**config.mk**
```make
export PLATFORM = sky130hd
export DESIGN_NAME = top3_lexicographic_selector
export DESIGN_NICKNAME = d
export VERILOG_FILES = /design/src/hdl/t3ls_pkg.sv /design/src/hdl/top3_lexicographic_selector.sv
export VERILOG_INCLUDE_DIRS = /design/src /design/src/hdl
export SDC_FILE = /design/constraint.sdc
export NUM_CORES = 1
export LEC_CHECK = 0
export ABC_CLOCK_PERIOD_IN_PS = 9100
export BUFFER_PORTS_ARGS = -buffer_cell sky130_fd_sc_hd__buf_2
export CORE_MARGIN = 4
export CORE_UTILIZATION = 53
export CTS_CLUSTER_DIAMETER = 100
export DETAILED_ROUTE_END_ITERATION = 6
export PLACE_DENSITY = 0.85
export SETUP_SLACK_MARGIN = 0.15
export SLEW_MARGIN = 20
export SYNTH_ARGS = -nofsm -noshare
export SYNTH_HDL_FRONTEND = slang
export SYNTH_SLANG_ARGS = --single-unit
export TNS_END_PERCENT = 1
```
**constraint.sdc**
```tcl
create_clock -name clk -period 9.1 [get_ports clk]
set_input_delay 0.455 -clock clk [delete_from_list [all_inputs] [get_ports clk]]
set_output_delay 0.455 -clock clk [all_outputs]
set_load 0.01 [all_outputs]
```
**src/hdl/assert_macros.svh**
```systemverilog
// ----------------------------------------------------------------------------
// Assertion macros
// Concurrent assertion shorthands used by the RTL. Define ASSERT_OFF to
// compile them away.
// ----------------------------------------------------------------------------
`ifndef ASSERT_MACROS_SVH
`define ASSERT_MACROS_SVH
`ifndef ASSERT_OFF
// Same-cycle implication, disabled while reset is asserted.
`define ASSERT_IMPLY(label, clk, rst_n, ante, cons) \
    label: assert property (@(posedge clk) disable iff (!rst_n) (ante) |-> (cons)) \
        else $error("assertion failed");
// Next-cycle implication, disabled while reset is asserted.
`define ASSERT_NEXT(label, clk, rst_n, ante, cons) \
    label: assert property (@(posedge clk) disable iff (!rst_n) (ante) |=> (cons)) \
        else $error("assertion failed");
`else
`define ASSERT_IMPLY(label, clk, rst_n, ante, cons)
`define ASSERT_NEXT(label, clk, rst_n, ante, cons)
`endif
`endif

```
**src/hdl/t3ls_pkg.sv**
```systemverilog
// ----------------------------------------------------------------------------
// Top-three selector package
// Field widths, request and result types of the lexicographic selector.
// ----------------------------------------------------------------------------
`timescale 1ns / 1ps

package t3ls_pkg;

    localparam int TOP_COUNT_DEFAULT = 3;

    localparam int TAG_W    = 16;
    localparam int SCORE_W  = 16;
    localparam int RATING_W = 10;
    localparam int PRICE_W  = 24;
    localparam int RANK_W   = 2;

    // Sort key: score, then rating, then inverted price, so one unsigned
    // magnitude compare gives the whole ordering.
    localparam int KEY_W = SCORE_W + RATING_W + PRICE_W;

    typedef struct packed {
        logic [TAG_W-1:0]    item_tag;
        logic [SCORE_W-1:0]  item_score;
        logic [RATING_W-1:0] item_rating;
        logic [PRICE_W-1:0]  item_price;
        logic                last_item;
    } item_t;

    typedef struct packed {
        logic [RANK_W-1:0]   rank;
        logic [TAG_W-1:0]    best_tag;
        logic [SCORE_W-1:0]  best_score;
        logic [RATING_W-1:0] best_rating;
        logic [PRICE_W-1:0]  best_price;
        logic                final_rank;
    } result_t;

    // One held record.
    typedef struct packed {
        logic [TAG_W-1:0]    tag;
        logic [SCORE_W-1:0]  score;
        logic [RATING_W-1:0] rating;
        logic [PRICE_W-1:0]  price;
    } rec_t;

endpackage

```
**src/hdl/top3_lexicographic_selector.sv**
```systemverilog
// ----------------------------------------------------------------------------
// Top-three lexicographic selector
// Keeps the best TOP_COUNT records of a set and emits them in rank order.
// ----------------------------------------------------------------------------
`timescale 1ns / 1ps
`include "assert_macros.svh"

// The block accepts one record request per clock cycle and keeps the best
// TOP_COUNT records seen since the last set ended, ranked by score (higher
// first), then rating in tenths (higher first), then price (lower first); on
// a full tie the earlier record stays above the later one. Each record is
// compared against all slots in parallel and inserted in the same cycle, so
// ordinary records never stall. When the record marked last_item is accepted
// it is inserted first, then the whole ranking is copied into an output
// queue and the slots are emptied, so the next set can start on the very
// next cycle. The queue emits one result per cycle unless result_stall is
// high, rank 1 first, with final_rank set on the last; a set yields
// between one and TOP_COUNT results. A further record marked last is
// stalled until the queue has fully drained, so the time to drain the held
// results, including any result_stall, bounds how often sets can end.
// Nothing needs clearing after reset, and the rank field is two bits wide,
// wrapping when TOP_COUNT exceeds three.
module top3_lexicographic_selector #(
    parameter int TOP_COUNT = t3ls_pkg::TOP_COUNT_DEFAULT
) (
    input  logic              clk,
    input  logic              rst_n,
    input  logic              item_valid,
    output logic              item_stall,
    input  t3ls_pkg::item_t   item_data,
    output logic              result_valid,
    input  logic              result_stall,
    output t3ls_pkg::result_t result_data
);

    // Ranking slots, slot 0 best. Valid slots always form a prefix.
    logic [TOP_COUNT-1:0] slot_valid_reg;
    logic [TOP_COUNT-1:0] slot_valid_next;
    t3ls_pkg::rec_t       slot_reg  [TOP_COUNT];
    t3ls_pkg::rec_t       slot_next [TOP_COUNT];

    // Output queue, a shift line read only at its head.
    logic [TOP_COUNT-1:0] snap_valid_reg;
    logic [TOP_COUNT-1:0] snap_valid_after;
    t3ls_pkg::rec_t       snap_reg  [TOP_COUNT];
    logic [t3ls_pkg::RANK_W-1:0] rank_reg;

    t3ls_pkg::rec_t       new_rec;
    logic [t3ls_pkg::KEY_W-1:0] new_key;
    logic [TOP_COUNT-1:0] hit;
    logic [TOP_COUNT-1:0] hit_above;
    logic                 item_acc;
    logic                 result_acc;

    assign item_acc   = item_valid && !item_stall;
    assign result_acc = result_valid && !result_stall;

    // Only a record that ends a set needs the output queue, and the queue
    // must be empty to take the new ranking.
    assign item_stall = result_valid && item_data.last_item;

    assign new_rec.tag    = item_data.item_tag;
    assign new_rec.score  = item_data.item_score;
    assign new_rec.rating = item_data.item_rating;
    assign new_rec.price  = item_data.item_price;
    assign new_key = {item_data.item_score, item_data.item_rating, ~item_data.item_price};

    // A slot is hit when it is empty or the new record ranks strictly above
    // it. Because the slots are sorted, the hit vector is a suffix: the
    // lowest hit slot receives the record and the ones below it move down.
    genvar k;
    generate
        for (k = 0; k < TOP_COUNT; k++)
        begin : g_slot
            logic [t3ls_pkg::KEY_W-1:0] slot_key;
            assign slot_key = {slot_reg[k].score, slot_reg[k].rating, ~slot_reg[k].price};
            assign hit[k]   = !slot_valid_reg[k] || (new_key > slot_key);

            if (k == 0)
            begin : g_top
                assign hit_above[k] = 1'b0;
                always_comb
                begin
                    slot_valid_next[k] = slot_valid_reg[k];
                    slot_next[k]       = slot_reg[k];
                    if (hit[k])
                    begin
                        slot_valid_next[k] = 1'b1;
                        slot_next[k]       = new_rec;
                    end
                end
            end
            else
            begin : g_lower
                assign hit_above[k] = hit[k-1];
                always_comb
                begin
                    slot_valid_next[k] = slot_valid_reg[k];
                    slot_next[k]       = slot_reg[k];
                    if (hit[k] && hit_above[k])
                    begin
                        slot_valid_next[k] = slot_valid_reg[k-1];
                        slot_next[k]       = slot_reg[k-1];
                    end
                    else if (hit[k])
                    begin
                        slot_valid_next[k] = 1'b1;
                        slot_next[k]       = new_rec;
                    end
                end
            end
        end
    endgenerate

    // Slot storage: the payload needs no reset, only the valid bits.
    always_ff @(posedge clk or negedge rst_n)
    begin
        if (!rst_n)
        begin
            slot_valid_reg <= '0;
        end
        else if (item_acc)
        begin
            slot_valid_reg <= item_data.last_item ? '0 : slot_valid_next;
        end
    end

    always_ff @(posedge clk)
    begin
        if (item_acc)
        begin
            for (int i = 0; i < TOP_COUNT; i++)
            begin
                slot_reg[i] <= slot_next[i];
            end
        end
    end

    // Output queue: loaded whole at the end of a set, shifted by one on each
    // result taken.
    assign snap_valid_after = snap_valid_reg >> 1;

    always_ff @(posedge clk or negedge rst_n)
    begin
        if (!rst_n)
        begin
            snap_valid_reg <= '0;
            rank_reg       <= '0;
        end
        else if (item_acc && item_data.last_item)
        begin
            snap_valid_reg <= slot_valid_next;
            rank_reg       <= t3ls_pkg::RANK_W'(1);
        end
        else if (result_acc)
        begin
            snap_valid_reg <= snap_valid_after;
            rank_reg       <= rank_reg + t3ls_pkg::RANK_W'(1);
        end
    end

    always_ff @(posedge clk)
    begin
        if (item_acc && item_data.last_item)
        begin
            for (int i = 0; i < TOP_COUNT; i++)
            begin
                snap_reg[i] <= slot_next[i];
            end
        end
        else if (result_acc)
        begin
            for (int i = 0; i < TOP_COUNT - 1; i++)
            begin
                snap_reg[i] <= snap_reg[i+1];
            end
        end
    end

    assign result_valid            = snap_valid_reg[0];
    assign result_data.rank        = rank_reg;
    assign result_data.best_tag    = snap_reg[0].tag;
    assign result_data.best_score  = snap_reg[0].score;
    assign result_data.best_rating = snap_reg[0].rating;
    assign result_data.best_price  = snap_reg[0].price;
    assign result_data.final_rank  = !snap_valid_after[0];

    // Held slots must always be a contiguous run from the best slot down.
    `ASSERT_IMPLY(a_slot_prefix, clk, rst_n, 1'b1,
        ((slot_valid_reg >> 1) & ~slot_valid_reg) == '0)
    // Ending a set empties the slots and puts at least one result out.
    `ASSERT_NEXT(a_set_end, clk, rst_n, item_acc && item_data.last_item,
        result_valid && (slot_valid_reg == '0))
    // A result not marked final is always followed by another one.
    `ASSERT_NEXT(a_run_continues, clk, rst_n, result_valid && !result_data.final_rank,
        result_valid)

endmodule
```
==> reports/qor.yml <==
outcome: "finished clean"
cts_buffers: 43
start_kind: "flip-flop"
ctsResizeCount: 0
ctsHoldBuffers: 1
grt_max_degree: 164
timing.reg2reg.setup_slack_ns: 4.40
ys_warn_count: 0
fp.coreArea_sq_mm: 0.0401
drt_first_pass_iters: 6
die_y_um: 210
cap_violations: 0
fin_cells: 2485
via_count: 15417
worstPathArrival_ns: 4.99
total_power_mw: 7.11
drtIter0Drc: 1476
async_flop_share: 0.0198
synthTopCellsByArea: "edfxtp_1 (55%), ha_1 (8.6%), mux2_2 (6.2%)"
yosysTopAreaCellShare: 0.548
grt_overflow: 0
synthCells: 1885
die_w_um: 210
die-area_sq_mm: 0.0443
place_area_sq_mm: 0.0224
pwr-share-clk: 0.259
drive_gt1_frac: 0.185
worstMarginPinSlew_ns: 1.04
gp_congestion: 0.884
grt_usage: 0.237
max_freq_mhz: 213
grt_pass1_vias: 15557
via_per_inst: 6.20
seqPwrFrac: 0.437
io_pins: 142
dp.cells: 2405
final_cell_mix: "edfxtp_1 (396), nand2_1 (244), nor2_1 (211)"
skew_ns: 0.0180
synth.distinct_cells: 47
criticalPathCategory: "flip-flop to flip-flop"
p_leak_nw: 9.40
worstHoldPathType: "input port to flip-flop"
synth_enable_flop_cells: 396
synth_area_per_cell_sq_um: 11.5
synth_flop_cell: "edfxtp_1"
drc: 0
hold_viol: 0
p_comb_frac: 0.305
timing.final.crit_period_ns: 4.70
finalSetupViolations: 0
antenna_found_initial: 3
ir_worst_vdd_uv: 255
final_area_sq_mm: 0.0238
row_count: 73
detail-route-antenna-nets: 0
path_clk_slew_ns: 0.06
root_buffer: "clkbuf_16"
drv_slew: 0
yosys.area.top_type: "edfxtp_1"
cp_max_fo: 60
swShare: 0.331
io_buffers: 141
relSlewSlack: 0.309
syn-cell-area_sq_mm: 0.0217
routed_wl_mm: 53.7
clk_path_buf_depth: 3
pwr_density_cell_mw_per_mm2: 298
holdWs_ns: 0.165
grt_first_pass_wirelength_mm: 84.6
tns_ns: 0
final_common_cell: "edfxtp_1"
rsz0062_at_grt: "no"
cts_tree: "done"
clock-sinks: 404
seq_area_frac_synth: 0.557
clkLatencyLatePin_ns: 0.56
finalCritPeriodShare: 0.516
register_area_sq_mm: 0.0121
fill_cells: 3095
ys_ff_latch: 404
cp.required_ns: 9.39
postCtsSetupRepairBufs: 0
wire_per_inst_um: 21.6
p_sw_mw: 2.35
cts_max_level: 2
start_util: 0.542
multi_input_area_sq_mm: 0.00833
synthesis.nets: 2106
endpoint_kind: "flip-flop"
final_nets: 2148
syn_to_final_growth_pct: 9.79
intPower_mw: 4.76
dpl.hpwl_mm: 32.9
[cell type report]
| class | instances | area share |
|---|---|---|
| Clock inverter | 21 | 0.0116 |
| Inverter | 118 | 0.0187 |
| Timing Repair Buffer | 157 | 0.0361 |
| Multi-Input combinational cell | 1203 | 0.349 |
| Sequential cell | 404 | 0.507 |
| Tap cell | 525 | 0.0275 |
| Clock buffer | 55 | 0.0492 |
| Antenna cell | 2 | 0.000210 |
[final timing paths]
kind	startpoint	to	depth (start not counted)
min in group asynchronous	rst_n	rank_reg[0]	2
worst max register to register	slot_reg[0][5]	snap_reg[0][6]	10
max in group asynchronous	rst_n	slot_valid_reg[0]	2
worst min register to register	rank_reg[1]	rank_reg[1]	1
worst max-delay path	slot_reg[0][5]	snap_reg[0][6]	10
worst min-delay path	item_data[0]	slot_valid_reg[1]	2
[kinds of logic after synthesis]
logic type      count (synthesis)  share of synthesized area
simple gates                  599                      0.120
flops                         404                      0.557
compound gates                322                      0.105
buf+inv                       278                     0.0620
fa+ha+maj                     150                     0.0864
mux                           132                     0.0700
[critical path, cell delays in order (launching register included)]
cell      delay (ns)
edfxtp_1        0.44
ha_1            0.36
nand4_1         0.16
a211oi_1        0.26
a211oi_1        0.11
o31ai_1         0.53
a221oi_2        0.16
o21ai_4         0.84
buf_4           0.82
mux2_2          0.44
mux2_2          0.29
[metrics by stage]
stage / util / worst slack (ns)
3_5_place_dp: 0.557 / 4.34
6_report: 0.595 / 4.40
4_1_cts: 0.594 / 4.48
2_1_floorplan: - / 1.54
5_1_grt: 0.595 / 4.23
3_3_place_gp: 0.557 / 4.44
[per-layer routing]
metal,global-route usage,wire (um),up-vias
met3,0.0393,4370,140
met2,0.383,25000,760
met5,0,13,-
met4,0.0870,1810,2
li1,-,-,6965
met1,0.326,22500,7550
[power groups by stage]
stage / sequential, mW / combinational (mW) / clock [mW]
global route: 3.15 / 2.38 / 1.95
global placement: 3.11 / 2.01 / 0
detailed placement: 3.13 / 2.12 / 0
finish: 3.11 / 2.17 / 1.84
CTS: 3.10 / 2.14 / 1.86
floorplan: 3.05 / 1.62 / 0
[Yosys cell counts (7+ instances only)]
library cell / instances
a21oi_1: 52
inv_1: 118
mux2_4: 9
a211oi_1: 7
clkbuf_1: 60
mux2_2: 120
ha_1: 150
nand4_1: 27
a21o_1: 9
and2_1: 69
a31oi_1: 67
o31ai_1: 68
buf_2: 26
nand3_1: 15
nand2_1: 246
edfxtp_1: 396
and4_1: 7
o21ai_0: 25
a221oi_1: 71
buf_4: 66
dfrtp_1: 8
nor2_1: 211
(Power assumes the default switching activity.)
